**src/sv/sdcr_pkg.sv**
```systemverilog
// types, codes and the register byte table of the sd card command responder
// no dependencies; used by sd_card_command_responder_top
package sdcr_pkg;

  localparam int unsigned BLOCK_BYTES = 512;
  localparam int unsigned SECT_SHIFT  = 10;

  typedef enum logic [1:0] {
    FUNC_CMD   = 2'd0,
    FUNC_READ  = 2'd1,
    FUNC_WRITE = 2'd2,
    FUNC_BAD   = 2'd3
  } func_t;

  typedef enum logic [1:0] {
    ACC_NONE  = 2'd0,
    ACC_READ  = 2'd1,
    ACC_WRITE = 2'd2,
    ACC_REG   = 2'd3
  } access_kind_t;

  typedef enum logic [2:0] {
    XFER_IDLE     = 3'd0,
    XFER_REG      = 3'd1,
    XFER_RD_ONE   = 3'd2,
    XFER_RD_MULTI = 3'd3,
    XFER_WR_ONE   = 3'd4,
    XFER_WR_MULTI = 3'd5
  } transfer_mode_t;

  typedef enum logic [1:0] {
    SPEC_CSD    = 2'd0,
    SPEC_CID    = 2'd1,
    SPEC_SCR    = 2'd2,
    SPEC_STATUS = 2'd3
  } special_kind_t;

  localparam logic [5:0] CMD_GO_IDLE     = 6'd0;
  localparam logic [5:0] CMD_SEND_IF     = 6'd8;
  localparam logic [5:0] CMD_SEND_CSD    = 6'd9;
  localparam logic [5:0] CMD_SEND_CID    = 6'd10;
  localparam logic [5:0] CMD_STOP        = 6'd12;
  localparam logic [5:0] CMD_SD_STATUS   = 6'd13;
  localparam logic [5:0] CMD_SET_BLKLEN  = 6'd16;
  localparam logic [5:0] CMD_READ_ONE    = 6'd17;
  localparam logic [5:0] CMD_READ_MANY   = 6'd18;
  localparam logic [5:0] CMD_WRITE_ONE   = 6'd24;
  localparam logic [5:0] CMD_WRITE_MANY  = 6'd25;
  localparam logic [5:0] CMD_OP_COND     = 6'd41;
  localparam logic [5:0] CMD_SEND_SCR    = 6'd51;
  localparam logic [5:0] CMD_APP         = 6'd55;
  localparam logic [5:0] CMD_READ_OCR    = 6'd58;
  localparam logic [5:0] CMD_CRC_ON      = 6'd59;

  localparam logic [7:0] R1_IDLE   = 8'h01;
  localparam logic [7:0] R1_OK     = 8'h00;
  localparam logic [7:0] OCR_HC    = 8'h40;
  localparam logic [7:0] IF_ECHO   = 8'haa;
  localparam logic [1:0] ECHO_OFFS = 2'd3;

  localparam logic [6:0] LEN_CSD    = 7'd16;
  localparam logic [6:0] LEN_CID    = 7'd16;
  localparam logic [6:0] LEN_SCR    = 7'd8;
  localparam logic [6:0] LEN_STATUS = 7'd64;

  typedef struct packed {
    logic         status;
    logic         resp_valid;
    logic [1:0]   resp_offset;
    logic [7:0]   resp_byte;
    access_kind_t access_kind;
    logic [31:0]  sector;
    logic [7:0]   data_byte;
    logic         last;
  } result_t;

  // one byte of the selected special register, formed at read time
  function automatic logic [7:0] reg_byte(special_kind_t kind, logic [5:0] idx,
                                          logic [31:0] card_sectors);
    logic [31:0] c_size;
    logic [7:0]  b;
    c_size = (card_sectors >> SECT_SHIFT) - 32'd1;
    b = 8'h00;
    unique case (kind)
      SPEC_CSD: begin
        unique case (idx)
          6'd0:    b = 8'h40;
          6'd7:    b = {2'b00, c_size[21:16]};
          6'd8:    b = c_size[15:8];
          6'd9:    b = c_size[7:0];
          default: b = 8'h00;
        endcase
      end
      SPEC_CID: begin
        unique case (idx)
          6'd0:    b = 8'h64;
          6'd1:    b = 8'h34;
          6'd2:    b = 8'h12;
          6'd9:    b = 8'h78;
          6'd10:   b = 8'h56;
          6'd11:   b = 8'h34;
          6'd12:   b = 8'h12;
          default: b = 8'h00;
        endcase
      end
      SPEC_SCR:    b = (idx == 6'd1) ? 8'h01 : 8'h00;
      SPEC_STATUS: b = 8'h00;
      default:     b = 8'h00;
    endcase
    return b;
  endfunction

endpackage

```
**src/sv/sd_card_command_responder_top.sv**
```systemverilog
// sd card command responder: input stage, single-pass decode, result register
// and register-byte run generator; depends on sdcr_pkg
//
//  channel  | direction | payload
//  s_*      | in        | tuser func, tdata cmd_index/cmd_argument/transfer_size
//  m_*      | out       | tuser access_kind, tdata response and access fields, tlast
//  apb      | in/out    | card_sectors at byte address 0
//
// an item passes through the input register and then the result register;
// items other than register reads sustain one per cycle unless m_tready stalls
// a register read gives special_length results, one per cycle unless m_tready stalls,
// first from decode, then from the run counter; the input stage waits while that run is out
// reset (synchronous) empties both stages and returns the mode to idle
// a stall on m_tready holds the result register and backs up into s_tready
module sd_card_command_responder_top (
  input  logic        clk,
  input  logic        rst,
  input  logic        s_tvalid,
  output logic        s_tready,
  input  logic [47:0] s_tdata,   // cmd_index[5:0], cmd_argument[37:6], transfer_size[47:38]
  input  logic [1:0]  s_tuser,   // func[1:0]
  output logic        m_tvalid,
  input  logic        m_tready,
  output logic [55:0] m_tdata,   // status[0], resp_valid[1], resp_offset[3:2],
                                 // resp_byte[11:4], sector[43:12], data_byte[51:44], zero
  output logic [1:0]  m_tuser,   // access_kind[1:0]
  output logic        m_tlast,
  input  logic        psel,
  input  logic        penable,
  input  logic        pwrite,
  input  logic [2:0]  paddr,
  input  logic [31:0] pwdata,
  output logic [31:0] prdata,
  output logic        pready
);
  import sdcr_pkg::*;

  logic [31:0]    card_sectors;
  logic           in_valid;
  func_t          in_func;
  logic [5:0]     in_cmd;
  logic [31:0]    in_arg;
  logic [9:0]     in_size;

  transfer_mode_t transfer_mode, transfer_mode_next;
  logic [31:0]    current_sector, current_sector_next;
  logic           app_pending, app_pending_next;
  special_kind_t  special_kind, special_kind_next;
  logic [6:0]     special_length, special_length_next;

  logic           burst_active;
  logic [5:0]     burst_idx;
  result_t        out_reg, res, burst_res;
  logic           start_burst;
  logic           load_ok, proc, burst_step, burst_last;

  // configuration
  assign pready = 1'b1;
  assign prdata = (paddr[2] == 1'b0) ? card_sectors : 32'd0;

  always_ff @(posedge clk) begin
    if (rst) begin
      card_sectors <= 32'd2097152;
    end else if (psel && penable && pwrite && pready && paddr[2] == 1'b0) begin
      card_sectors <= pwdata;
    end
  end

  assign load_ok    = !m_tvalid || m_tready;
  assign proc       = in_valid && !burst_active && load_ok;
  assign burst_step = burst_active && load_ok;
  assign s_tready   = !in_valid || proc;

  // input register
  always_ff @(posedge clk) begin
    if (rst) begin
      in_valid <= 1'b0;
    end else if (s_tready) begin
      in_valid <= s_tvalid;
    end
  end

  always_ff @(posedge clk) begin
    if (s_tvalid && s_tready) begin
      in_func <= func_t'(s_tuser);
      in_cmd  <= s_tdata[5:0];
      in_arg  <= s_tdata[37:6];
      in_size <= s_tdata[47:38];
    end
  end

  // decode of one item against the current state
  always_comb begin
    res                 = '0;
    res.last            = 1'b1;
    start_burst         = 1'b0;
    transfer_mode_next  = transfer_mode;
    current_sector_next = current_sector;
    app_pending_next    = app_pending;
    special_kind_next   = special_kind;
    special_length_next = special_length;

    unique case (in_func)
      FUNC_CMD: begin
        app_pending_next = 1'b0;
        res.resp_valid   = 1'b1;
        res.resp_byte    = R1_OK;
        unique case (in_cmd)
          CMD_GO_IDLE: res.resp_byte = R1_IDLE;
          CMD_SEND_CSD: begin
            transfer_mode_next  = XFER_REG;
            special_kind_next   = SPEC_CSD;
            special_length_next = LEN_CSD;
          end
          CMD_SEND_CID: begin
            transfer_mode_next  = XFER_REG;
            special_kind_next   = SPEC_CID;
            special_length_next = LEN_CID;
          end
          CMD_SEND_SCR: begin
            if (app_pending) begin
              transfer_mode_next  = XFER_REG;
              special_kind_next   = SPEC_SCR;
              special_length_next = LEN_SCR;
            end else begin
              res.status     = 1'b1;
              res.resp_valid = 1'b0;
            end
          end
          CMD_SD_STATUS: begin
            if (app_pending) begin
              transfer_mode_next  = XFER_REG;
              special_kind_next   = SPEC_STATUS;
              special_length_next = LEN_STATUS;
            end else begin
              res.status     = 1'b1;
              res.resp_valid = 1'b0;
            end
          end
          CMD_STOP: begin
            res.status = !(transfer_mode == XFER_RD_MULTI ||
                           transfer_mode == XFER_WR_MULTI);
            transfer_mode_next = XFER_IDLE;
          end
          CMD_SET_BLKLEN: begin
            res.resp_valid = 1'b0;
            res.status     = (in_arg != 32'(BLOCK_BYTES));
          end
          CMD_APP:      app_pending_next = 1'b1;
          CMD_OP_COND, CMD_CRC_ON: ;
          CMD_READ_OCR: res.resp_byte = OCR_HC;
          CMD_SEND_IF: begin
            res.resp_offset = ECHO_OFFS;
            res.resp_byte   = IF_ECHO;
          end
          CMD_READ_ONE: begin
            transfer_mode_next  = XFER_RD_ONE;
            current_sector_next = in_arg;
          end
          CMD_READ_MANY: begin
            transfer_mode_next  = XFER_RD_MULTI;
            current_sector_next = in_arg;
          end
          CMD_WRITE_ONE: begin
            transfer_mode_next  = XFER_WR_ONE;
            current_sector_next = in_arg;
          end
          CMD_WRITE_MANY: begin
            transfer_mode_next  = XFER_WR_MULTI;
            current_sector_next = in_arg;
          end
          default: begin
            res.status     = 1'b1;
            res.resp_valid = 1'b0;
          end
        endcase
      end
      FUNC_READ: begin
        priority if ((transfer_mode == XFER_RD_ONE || transfer_mode == XFER_RD_MULTI) &&
                     in_size == 10'(BLOCK_BYTES)) begin
          res.access_kind     = ACC_READ;
          res.sector          = current_sector;
          current_sector_next = current_sector + 32'd1;
          if (transfer_mode == XFER_RD_ONE) transfer_mode_next = XFER_IDLE;
        end else if (transfer_mode == XFER_REG && in_size == {3'b000, special_length} &&
                     special_length != 7'd0 && special_length <= LEN_STATUS) begin
          res.access_kind    = ACC_REG;
          res.data_byte      = reg_byte(special_kind, 6'd0, card_sectors);
          res.last           = (special_length == 7'd1);
          start_burst        = (special_length != 7'd1);
          transfer_mode_next = XFER_IDLE;
        end else begin
          res.status = 1'b1;
        end
      end
      FUNC_WRITE: begin
        if ((transfer_mode == XFER_WR_ONE || transfer_mode == XFER_WR_MULTI) &&
            in_size == 10'(BLOCK_BYTES)) begin
          res.access_kind     = ACC_WRITE;
          res.sector          = current_sector;
          current_sector_next = current_sector + 32'd1;
          if (transfer_mode == XFER_WR_ONE) transfer_mode_next = XFER_IDLE;
        end else begin
          res.status = 1'b1;
        end
      end
      default: res.status = 1'b1;
    endcase
  end

  // later bytes of a register run; kind and length hold while the run is out
  assign burst_last = ({1'b0, burst_idx} + 7'd1 == special_length);

  always_comb begin
    burst_res             = '0;
    burst_res.access_kind = ACC_REG;
    burst_res.data_byte   = reg_byte(special_kind, burst_idx, card_sectors);
    burst_res.last        = burst_last;
  end

  always_ff @(posedge clk) begin
    if (rst) begin
      transfer_mode  <= XFER_IDLE;
      current_sector <= 32'd0;
      app_pending    <= 1'b0;
      special_kind   <= SPEC_CSD;
      special_length <= 7'd0;
      burst_active   <= 1'b0;
      burst_idx      <= 6'd0;
      m_tvalid       <= 1'b0;
    end else begin
      if (proc) begin
        transfer_mode  <= transfer_mode_next;
        current_sector <= current_sector_next;
        app_pending    <= app_pending_next;
        special_kind   <= special_kind_next;
        special_length <= special_length_next;
        burst_active   <= start_burst;
        burst_idx      <= 6'd1;
        m_tvalid       <= 1'b1;
      end else if (burst_step) begin
        burst_active <= !burst_last;
        burst_idx    <= burst_idx + 6'd1;
        m_tvalid     <= 1'b1;
      end else if (m_tready) begin
        m_tvalid <= 1'b0;
      end
    end
  end

  always_ff @(posedge clk) begin
    if (proc) begin
      out_reg <= res;
    end else if (burst_step) begin
      out_reg <= burst_res;
    end
  end

  assign m_tdata = {4'h0, out_reg.data_byte, out_reg.sector, out_reg.resp_byte,
                    out_reg.resp_offset, out_reg.resp_valid, out_reg.status};
  assign m_tuser = out_reg.access_kind;
  assign m_tlast = out_reg.last;

  a_no_proc_in_run: assert property (@(posedge clk) disable iff (rst)
    burst_active |-> !proc)
    else $error("item taken while a register run is out");

  a_proc_fills_out: assert property (@(posedge clk) disable iff (rst)
    proc |=> m_tvalid)
    else $error("processed item left no result");

  a_single_result: assert property (@(posedge clk) disable iff (rst)
    (m_tvalid && m_tuser != ACC_REG) |-> m_tlast)
    else $error("non-register result without tlast");

  a_sector_zero: assert property (@(posedge clk) disable iff (rst)
    (m_tvalid && m_tuser != ACC_READ && m_tuser != ACC_WRITE) |-> m_tdata[43:12] == 32'd0)
    else $error("sector set on a result with no backend access");

  a_run_end_idle: assert property (@(posedge clk) disable iff (rst)
    (burst_step && burst_last) |=> !burst_active)
    else $error("register run continues past its length");

endmodule
```
**config.mk**
```make
export PLATFORM = sky130hd
export DESIGN_NAME = sd_card_command_responder_top
export DESIGN_NICKNAME = d
export VERILOG_FILES = /design/src/sv/sdcr_pkg.sv /design/src/sv/sd_card_command_responder_top.sv
export SDC_FILE = /design/constraint.sdc
export NUM_CORES = 1
export LEC_CHECK = 0
export ABC_AREA = 1
export BUFFER_PORTS_ARGS = -buffer_cell sky130_fd_sc_hd__buf_2
export CORE_MARGIN = 2
export CORE_UTILIZATION = 60
export CTS_CLUSTER_SIZE = 12
export DETAILED_ROUTE_END_ITERATION = 10
export PLACE_DENSITY = 0.9
export SETUP_SLACK_MARGIN = 0.3
export SLEW_MARGIN = 5
export SYNTH_ARGS = -nofsm -noshare
export SYNTH_HDL_FRONTEND = slang
export SYNTH_SLANG_ARGS = --single-unit
```
**constraint.sdc**
```tcl
create_clock -name clk -period 9.1 [get_ports clk]
set_input_delay 1.82 -clock clk [delete_from_list [all_inputs] [get_ports clk]]
set_output_delay 1.82 -clock clk [all_outputs]
set_load 0.03 [all_outputs]
```
==> impl_metrics.yaml, run 1 <==
final_layout:
  nets: 1511
  area_growth_syn_to_layout_pct: 16.3
  finalNonFillerCells: 1637
  layout-drive-gt1-share_pct: 18.4
  n_antenna_cell: 0
  finish.instance_area_um2: 11100
  finalCoreUtilization_pct: 70.5
timing:
  maxClockFrequency_mhz: 200
  setup_slack_ns: 4.10
  final-hold-violation-count: 0
  max-slew-margin-rel_pct: 30.7
  worst_pin_slew_ns: 1.04
  clock-skew-final_ns: 0.00950
  drv_slew: 0
  finalSetupViolations: 0
  rsz0062_at_grt: "no"
  layout_worst_path_cycle_share_pct: 55.0
  fin_hold_ws_ns: 0.454
  final_period_minus_worst_setup_slack_ns: 5.00
  totalNegativeSetupSlack_ns: 0
grt:
  grt.total_usage_pct: 28.3
  grt_pass1_wl_mm: 37.7
  globalRoute.totalOverflow: 0
  via_count_of_the_first_global_routing_pass: 7924
  grt_max_degree: 63
  grt_antenna_before_repair: 0
clock_network:
  cts_resizes: 0
  clock_tree.root_cell: "clkbuf_16"
  clock_latency_ns: 0.44
  cts_tree: "yes"
  post_cts_hold_buffer_count: 0
  numCtsBuffers: 17
  h-tree-depth: 4
  clkSinkCount: 181
  clock_pin_slew_reported_for_the_worst_setup_and_hold_paths_after_clock_tree_synthesis_ns: 0.07
  postCtsSetupRepairBufs: 0
  cts-root-to-sink-buffers: 2
synthesis:
  synth_compound_area_share_pct: 10.9
  synth_simple_gate_area_share_pct: 29.3
  synth-xor-area-share_pct: 0.736
  ys_top_cells_by_area: "edfxtp_1 (31%), dfxtp_1 (17%), nand2_1 (11%)"
  synthesis.yosys.warnings: 0
  number_of_enable_flip_flop_cells_after_synthesis: 99
  fraction_of_post_synthesis_cell_area_in_the_top_cell_type_by_area_pct: 31.2
  avgSynthCellArea_um2: 7.60
  dominantRegCellSynth: "edfxtp_1"
  postSynthCellCount: 1253
  postSynthRegisterBits: 181
  netlist-cell-type-count: 43
  synth_top_family_by_area: "simple AND/OR/NAND/NOR gates"
  syn_area_um2: 9520
  netlist.top_cell.by_area: "edfxtp_1"
  async_flop_share_pct: 0
  yosys-mux-area-fraction_pct: 0
  sequential_to_total_area_share_from_yosys_stat_pct: 48.5
  yosys.area_share.adder_pct: 1.45
  yosysMostFrequentCell: "nand2_1"
  synth_commonest_cells: "nand2_1 (272), nor2_1 (182), inv_1 (148)"
routing:
  wl_per_cell_um: 14.4
  drt_pass1_iterations: 6
  finalWirelength_mm: 23.6
  routedLengthMet1_mm: 10.0
  detailroute.wirelength.met3_mm: 2.51
  met2_wirelength_mm: 10.6
  first_iter_violations: 1003
  route.detailed.vias_per_inst: 5.44
  maxUsedRoutingLayer: "met4"
  drt.antenna.violating_nets: 0
  via_count: 8910
  drt_drc_violations_left: 0
min_path:
  hold_end: "card_sectors[9]"
  min-delay-path-class: "reg -> reg"
  min-delay-start: "card_sectors[9]"
  min_delay_path_depth: 2
pwr:
  totalPowerFinal_mw: 2.00
  netSwitchingFraction_pct: 27.9
  power_frac_comb_pct: 14.8
  p_int_mw: 1.44
  power.switching_mw: 0.558
  power.clock.fraction_pct: 37.6
  ir_drop_uv: 159
  power_per_cell_area_nw_per_um2: 181
  static_leakage_nw: 4.71
  power_frac_seq_pct: 47.6
floorplanning:
  initial_utilization_pct: 60.6
  floorplan.die.width_um: 130
  io_pins: 186
  core_region_area_um2: 15700
  num_rows: 46
  chipHeight_um: 130
  fp.dieArea_um2: 16900
critical_path:
  rr_endpoint: "current_sector[4]"
  reg2reg_slack_ns: 6.16
  worstSetupStartpointType: "primary input"
  timing.critical_path.arrival_ns: 3.18
  worst-r2r-cell-count: 9
  required_ns: 7.28
  worst-path-max-fanout: 12
  regToRegStartpoint: "m_tvalid"
  crit_type: "in -> out"
  end_kind: "primary output"
placed_design:
  gp_routability_congestion: 0.965
  pre_cts_slack_ns: 4.10
  place_area_um2: 10500
  placed_cells_incl_taps: 1605
  place.detailed.hpwl_mm: 17.3
  port_buffers: 176
flow_run:
  maxCapViolations: 0
outcome:
  status: "finished, final reports clean"
-- placed cells by master, fill, tap and decap left out, types with 5 or more instances in the layout --
| cell type | n |
|---|---|
| buf_2 | 176 |
| a21oi_1 | 77 |
| inv_1 | 147 |
| a21oi_2 | 8 |
| o21ai_1 | 7 |
| dfxtp_1 | 82 |
| nor2_2 | 13 |
| buf_4 | 5 |
| o21ai_0 | 78 |
| clkbuf_16 | 19 |
| ha_1 | 11 |
| nor3_1 | 40 |
| nor2_1 | 182 |
| nand2_2 | 5 |
| inv_2 | 10 |
| nand3_1 | 112 |
| xor2_1 | 8 |
| nand4_1 | 12 |
| conb_1 | 7 |
| nand2_1 | 272 |
| edfxtp_1 | 99 |
-- state kept, by name, indices dropped and copies added, names as in the netlist, 3 cells and up --
signal / flops
in_arg: 32
in_cmd: 6
m_tdata: 46
special_length: 3
transfer_mode: 3
burst_idx: 6
card_sectors: 32
in_size: 10
current_sector: 32
-- logic make-up after synthesis --
logic type | count (synthesis)
and+or+nand+nor | 651
buffers and inverters | 209
AOI/OAI and AO/OA | 191
DFF | 181
adders and majority gates | 11
xor gates and xnor gates | 8
other | 2
-- worst max-delay path, stage by stage --
cell and delay [ns]:
buf_2 0.08, or2_1 0.13, nand2_1 0.09, nor2_2 0.46, inv_2 0.26, nand2_1 0.14, buf_2 0.21
-- per-layer routing --
metal,GRT usage [%],vias to the layer above
met1,38.3,3989
li1,-,4405
met3,6.31,45
met5,0,-
met2,45.7,471
met4,9.30,0
-- power groups by stage --
| stage | combinational [mW] | clock [mW] | sequential [mW] |
|---|---|---|---|
| 6_report | 0.296 | 0.752 | 0.953 |
| 5_1_grt | 0.326 | 0.785 | 0.958 |
| 4_1_cts | 0.294 | 0.754 | 0.952 |
| 3_5_place_dp | 0.292 | 0 | 0.970 |
| 3_3_place_gp | 0.285 | 0 | 0.968 |
| 2_1_floorplan | 0.169 | 0 | 1.01 |
-- area by class of cell --
class,count,area [µm²]
sequential,181,4610
clock buffer,22,487
inverter,159,597
fill,1258,4640
timing repair buffer,181,918
tap,216,270
multi-input combinational,868,4070
clock inverter,10,119
-- worst max-delay path by stage --
stage              from   endpoint  cells after the start
2_1_floorplan  m_tready  in_arg[0]                      5
3_3_place_gp   m_tready   s_tready                      7
3_5_place_dp   m_tready   s_tready                      7
4_1_cts        m_tready   s_tready                      7
5_1_grt        m_tready   s_tready                      7
6_report       m_tready   s_tready                      7
Note: power is estimated with default switching activity, not from simulation.
==> run 2, diff against run 1 <==
--- a/config.mk
+++ b/config.mk
@@ -8,10 +8,10 @@
 export ABC_AREA = 1
 export BUFFER_PORTS_ARGS = -buffer_cell sky130_fd_sc_hd__buf_2
 export CORE_MARGIN = 2
-export CORE_UTILIZATION = 60
+export CORE_UTILIZATION = 56
 export CTS_CLUSTER_SIZE = 12
 export DETAILED_ROUTE_END_ITERATION = 10
-export PLACE_DENSITY = 0.9
+export PLACE_DENSITY = 0.85
 export SETUP_SLACK_MARGIN = 0.3
 export SLEW_MARGIN = 5
 export SYNTH_ARGS = -nofsm -noshare
==> constraint.sdc (replaced) <==
create_clock -name clk -period 4.8 [get_ports clk]
set_input_delay 0.96 -clock clk [delete_from_list [all_inputs] [get_ports clk]]
set_output_delay 0.96 -clock clk [all_outputs]
set_load 0.03 [all_outputs]
==> impl_metrics.yaml, run 2 (same netlist as run 1, synthesis figures left out) <==
outcome:
  status: "finished, final reports clean"
routing:
  drt_pass1_iterations: 7
  wl_per_cell_um: 13.9
  route.detailed.vias_per_inst: 5.30
  drt.antenna.violating_nets: 0
  finalWirelength_mm: 22.8
  first_iter_violations: 882
  via_count: 8706
  drt_drc_violations_left: 0
clock_network:
  postCtsSetupRepairBufs: 0
  h-tree-depth: 4
  post_cts_hold_buffer_count: 0
  numCtsBuffers: 17
  cts-root-to-sink-buffers: 2
  cts_tree: "yes"
  clock_tree.root_cell: "clkbuf_16"
  clock_latency_ns: 0.45
  cts_resizes: 0
  clock_pin_slew_reported_for_the_worst_setup_and_hold_paths_after_clock_tree_synthesis_ns: 0.07
  clkSinkCount: 181
timing:
  rsz0062_at_grt: "no"
  final-hold-violation-count: 0
  clock-skew-final_ns: 0.00924
  drv_slew: 0
  fin_hold_ws_ns: 0.456
  totalNegativeSetupSlack_ns: 0
  worst_pin_slew_ns: 1.01
  max-slew-margin-rel_pct: 32.6
  maxClockFrequency_mhz: 322
  finalSetupViolations: 0
  final_period_minus_worst_setup_slack_ns: 3.10
  layout_worst_path_cycle_share_pct: 64.7
  setup_slack_ns: 1.70
grt:
  grt_antenna_before_repair: 0
  via_count_of_the_first_global_routing_pass: 7903
  globalRoute.totalOverflow: 0
  grt_pass1_wl_mm: 37.3
  grt_max_degree: 63
  grt.total_usage_pct: 25.8
final_layout:
  area_growth_syn_to_layout_pct: 16.2
  nets: 1514
  layout-drive-gt1-share_pct: 18.7
  n_antenna_cell: 0
  num-fill-cells: 1405
  finalCoreUtilization_pct: 66.7
  most_common_cell_after_layout_fill_and_taps_aside: "nand2_1"
  largest_register_ffs: 46
  layout.cells.most_common_list: "nand2_1 (272), nor2_1 (182), buf_2 (176), inv_1 (147), nand3_1 (112)"
floorplanning:
  io_pins: 186
  num_rows: 47
  core_region_area_um2: 16600
  fp.dieArea_um2: 18100
  chipHeight_um: 134
  floorplan.die.width_um: 134
  initial_utilization_pct: 57.4
critical_path:
  end_kind: "primary output"
  timing.critical_path.arrival_ns: 2.14
  crit_type: "in -> out"
  regToRegStartpoint: "in_size[3]"
  critPathLaunch: "m_tready"
  worst-path-max-fanout: 12
  required_ns: 3.84
  worstSetupStartpointType: "primary input"
pwr:
  static_leakage_nw: 4.71
  power_per_cell_area_nw_per_um2: 336
  ir_drop_uv: 284
  totalPowerFinal_mw: 3.72
min_path:
  min-delay-start: "card_sectors[7]"
  min-delay-path-class: "reg -> reg"
placed_design:
  pre_cts_slack_ns: 1.66
  port_buffers: 176
  place.detailed.hpwl_mm: 16.9
  gp_routability_congestion: 0.947
flow_run:
  maxCapViolations: 0
-- run 2: changes by cell type in the layout (fill, tap and decap cells not counted) --
cell / delta
inv_6: +7
buf_4: +3
bufinv_16: -1
clkbuf_1: -3
clkbuf_16: -2
inv_4: -1
clkinv_4: -2
inv_8: +1
clkinv_1: +1
-- run 2: path summary, 6_finish.rpt --
kind / slack [ns] / depth (start not counted) / end
setup reg to reg: 2.37 / 11 / current_sector[4]
hold reg to reg: 0.46 / 2 / card_sectors[7]
hold / removal: 0.46 / 2 / card_sectors[7]
setup / recovery: 1.70 / 8 / s_tready
-- run 2: final cells by class --
type                       instances  area, µm²  area share [%]
tap                              220        275            2.49
inverter                         159        597            5.40
timing repair buffer             184        941            8.51
multi-input combinational        868       4070            36.8
clock inverter                    15        141            1.28
sequential                       181       4610            41.7
clock buffer                      17        425            3.85
-- run 2: worst max-delay path, cell delays in order --
cell	delay, ns
buf_2	0.09
or2_1	0.25
nand2_1	0.10
nor2_2	0.04
buf_4	0.17
inv_2	0.23
nand2_1	0.11
buf_2	0.19
-- run 2: report_power, final --
part,switching (mW),internal (mW)
Sequential,0.0574,1.75
Combinational,0.402,0.159
Clock,0.626,0.727
Total,1.09,2.63
-- run 2: through the flow --
step,cells,instance area [µm²]
5_1_grt,1644,11100
6_report,1644,11100
2_1_floorplan,1258,9540
4_1_cts,1644,11100
3_3_place_gp,1612,10500
3_5_place_dp,1612,10500
-- run 2: metal layers --
metal  track usage, %  routed length [µm]  vias to the layer above
met5                0                   0                        -
met4             9.88                 480                        0
met3             5.37                2080                       40
met2             38.9                9970                      368
met1             36.9               10300                     3904
li1                 -                   -                     4394
==> run 3, diff against run 2 <==
--- a/config.mk
+++ b/config.mk
@@ -5,13 +5,13 @@
 export SDC_FILE = /design/constraint.sdc
 export NUM_CORES = 1
 export LEC_CHECK = 0
-export ABC_AREA = 1
+export ABC_AREA = 0
 export BUFFER_PORTS_ARGS = -buffer_cell sky130_fd_sc_hd__buf_2
 export CORE_MARGIN = 2
-export CORE_UTILIZATION = 56
+export CORE_UTILIZATION = 50
 export CTS_CLUSTER_SIZE = 12
 export DETAILED_ROUTE_END_ITERATION = 10
-export PLACE_DENSITY = 0.85
+export PLACE_DENSITY = 0.81
 export SETUP_SLACK_MARGIN = 0.3
 export SLEW_MARGIN = 5
 export SYNTH_ARGS = -nofsm -noshare
==> constraint.sdc (replaced) <==
create_clock -name clk -period 2.5 [get_ports clk]
set_input_delay 0.5 -clock clk [delete_from_list [all_inputs] [get_ports clk]]
set_output_delay 0.5 -clock clk [all_outputs]
set_load 0.03 [all_outputs]
==> impl_metrics.yaml, run 3 <==
outcome:
  status: "finished, final reports clean"
critical_path:
  worst-r2r-cell-count: 6
  required_ns: 2.66
  slowest_delay_ns: 0.46
  crit_path_top_delay_cell: "a222oi_1"
  worstSetupStartpointType: "flop"
  path_depth: 6
  timing.critical_path.buf_inv: 0
  worst-path-max-fanout: 3
  critical_path.top_delay_family: "simple AND/OR/NAND/NOR gates"
  timing.critical_path.arrival_ns: 2.51
  critical_path.cell_chain: "or2_2 -> or3_1 -> nor4_2 -> xor2_1 -> a222oi_1 -> o22ai_1"
  end_kind: "flop"
  crit_type: "reg -> reg"
synthesis:
  synth_compound_area_share_pct: 15.8
  number_of_enable_flip_flop_cells_after_synthesis: 99
  synth_simple_gate_area_share_pct: 25.1
  postSynthCellCount: 976
  synth_commonest_cells: "nand2_1 (130), edfxtp_1 (99), a21oi_1 (88)"
  yosys-mux-area-fraction_pct: 0.558
  netlist-cell-type-count: 79
  synthesis.yosys.warnings: 0
  fraction_of_post_synthesis_cell_area_in_the_top_cell_type_by_area_pct: 32.3
  avgSynthCellArea_um2: 9.42
  yosys.area_share.adder_pct: 1.50
  synth-xor-area-share_pct: 2.46
  synth_top_family_by_area: "simple AND/OR/NAND/NOR gates"
  syn_area_um2: 9200
  dominantRegCellSynth: "edfxtp_1"
  netlist.top_cell.by_area: "edfxtp_1"
  ys_top_cells_by_area: "edfxtp_1 (32%), dfxtp_1 (18%), nand2_1 (5.3%)"
  postSynthRegisterBits: 181
  yosysMostFrequentCell: "nand2_1"
  sequential_to_total_area_share_from_yosys_stat_pct: 50.2
  async_flop_share_pct: 0
timing:
  finalSetupViolations: 0
  clock-skew-final_ns: 0.00823
  max-slew-margin-rel_pct: 22.2
  totalNegativeSetupSlack_ns: 0
  maxClockFrequency_mhz: 426
  drv_slew: 0
  final_period_minus_worst_setup_slack_ns: 2.35
  worst_pin_slew_ns: 1.17
  final-hold-violation-count: 0
  rsz0062_at_grt: "yes"
  setup_slack_ns: 0.155
  layout_worst_path_cycle_share_pct: 93.8
grt:
  grt_antenna_before_repair: 0
  globalRoute.totalOverflow: 0
  grt_max_degree: 62
  grt_pass1_wl_mm: 37.8
  via_count_of_the_first_global_routing_pass: 7414
  grt.total_usage_pct: 23.9
routing:
  finalWirelength_mm: 23.6
  drt.antenna.violating_nets: 0
  wl_per_cell_um: 16.8
  drt_pass1_iterations: 6
  route.detailed.vias_per_inst: 5.77
  drt_drc_violations_left: 0
  via_count: 8071
  first_iter_violations: 695
final_layout:
  layout.cells.most_common_list: "buf_2 (176), nand2_1 (127), edfxtp_1 (99), a21oi_1 (87), dfxtp_1 (74)"
  area_growth_syn_to_layout_pct: 22.3
  nets: 1261
  register_area_um2: 4630
  num-fill-cells: 1513
  n_antenna_cell: 0
  layout-drive-gt1-share_pct: 27.0
  finalCoreUtilization_pct: 62.4
  multi_input_comb_area_um2: 4330
  finish.instance_area_um2: 11200
  largest_register_ffs: 46
  most_common_cell_after_layout_fill_and_taps_aside: "buf_2"
pwr:
  static_leakage_nw: 4.35
  power_frac_comb_pct: 12.3
  ir_drop_uv: 533
  p_int_mw: 4.92
  power_per_cell_area_nw_per_um2: 605
  power.switching_mw: 1.88
  power_frac_seq_pct: 49.4
  power.clock.fraction_pct: 38.4
  netSwitchingFraction_pct: 27.7
placed_design:
  port_buffers: 176
  gp_routability_congestion: 0.941
  place.detailed.hpwl_mm: 16.7
  pre_cts_slack_ns: 0.228
  place_area_um2: 10400
floorplanning:
  initial_utilization_pct: 51.0
  chipHeight_um: 140
  io_pins: 186
  num_rows: 49
  fp.dieArea_um2: 19500
  floorplan.die.width_um: 140
  core_region_area_um2: 18000
clock_network:
  clkSinkCount: 181
  cts_tree: "yes"
  h-tree-depth: 4
  numCtsBuffers: 17
  clock_tree.root_cell: "clkbuf_16"
  cts-root-to-sink-buffers: 2
  clock_latency_ns: 0.43
  clock_pin_slew_reported_for_the_worst_setup_and_hold_paths_after_clock_tree_synthesis_ns: 0.07
min_path:
  min_delay_path_depth: 1
  min-delay-path-class: "in -> reg"
flow_run:
  maxCapViolations: 0
run 3: changes by cell type after synthesis, moves of 33 or more:
cell | before | now
and2_1 | 0 | 35
inv_1 | 148 | 17
nand2_1 | 272 | 130
nand3_1 | 112 | 29
nor2_1 | 182 | 53
nor2b_1 | 0 | 48
o21ai_0 | 78 | 45
run 3: path summary, 6_finish.rpt:
check                         from  slack (ns)         endpoint
hold / removal         s_tdata[25]        0.24       in_arg[19]
hold reg to reg    card_sectors[5]        0.45  card_sectors[5]
setup reg to reg  card_sectors[26]        0.15      m_tdata[49]
setup / recovery  card_sectors[26]        0.15      m_tdata[49]
run 3: cell families after synthesis:
kind of cell / after synthesis
xor+xnor: 25
buf+inv: 88
other cells: 2
simple gates: 437
fa+ha+maj: 11
compound gates: 227
flops: 181
mux: 5
run 3: layout make-up:
class / instances / area share [%]
timing repair buffer: 228 / 12.1
clock inverter: 14 / 1.23
tap: 229 / 2.55
multi-input combinational: 712 / 38.5
clock buffer: 18 / 3.90
inverter: 18 / 0.601
sequential: 181 / 41.1
run 3: repair_timing:
action	in CTS	in global routing
pin swaps	4	14
endpoints found under the setup margin	10	43
hold buffers	0	0
resized for setup	6	32
setup buffers	4	12
gates cloned	0	0
hold endpoints to repair	0	0
run 3: power by group through the flow:
stage | combinational (mW) | clock (mW) | sequential (mW)
after floorplan | 0.445 | 0 | 3.48
after global placement | 0.771 | 0 | 3.42
after detailed placement | 0.781 | 0 | 3.43
after CTS | 0.797 | 2.64 | 3.36
after global routing | 0.907 | 2.77 | 3.37
final | 0.834 | 2.61 | 3.36
run 3: per-layer routing:
metal	track usage, %	up-vias	part of all wire [%]
met5	0	-	0
met4	8.00	0	1.8
met3	4.71	35	7.6
met2	36.7	395	46
met1	34.3	3725	45
li1	-	3916	-
run 3: metrics by stage:
step	hold slack, ns	std cells	total power [mW]
after floorplan	0.432	981	3.92
after global placement	0.437	1352	4.19
after detailed placement	0.445	1352	4.21
after CTS	0.223	1388	6.79
after global routing	0.222	1400	7.04
final	0.237	1400	6.80
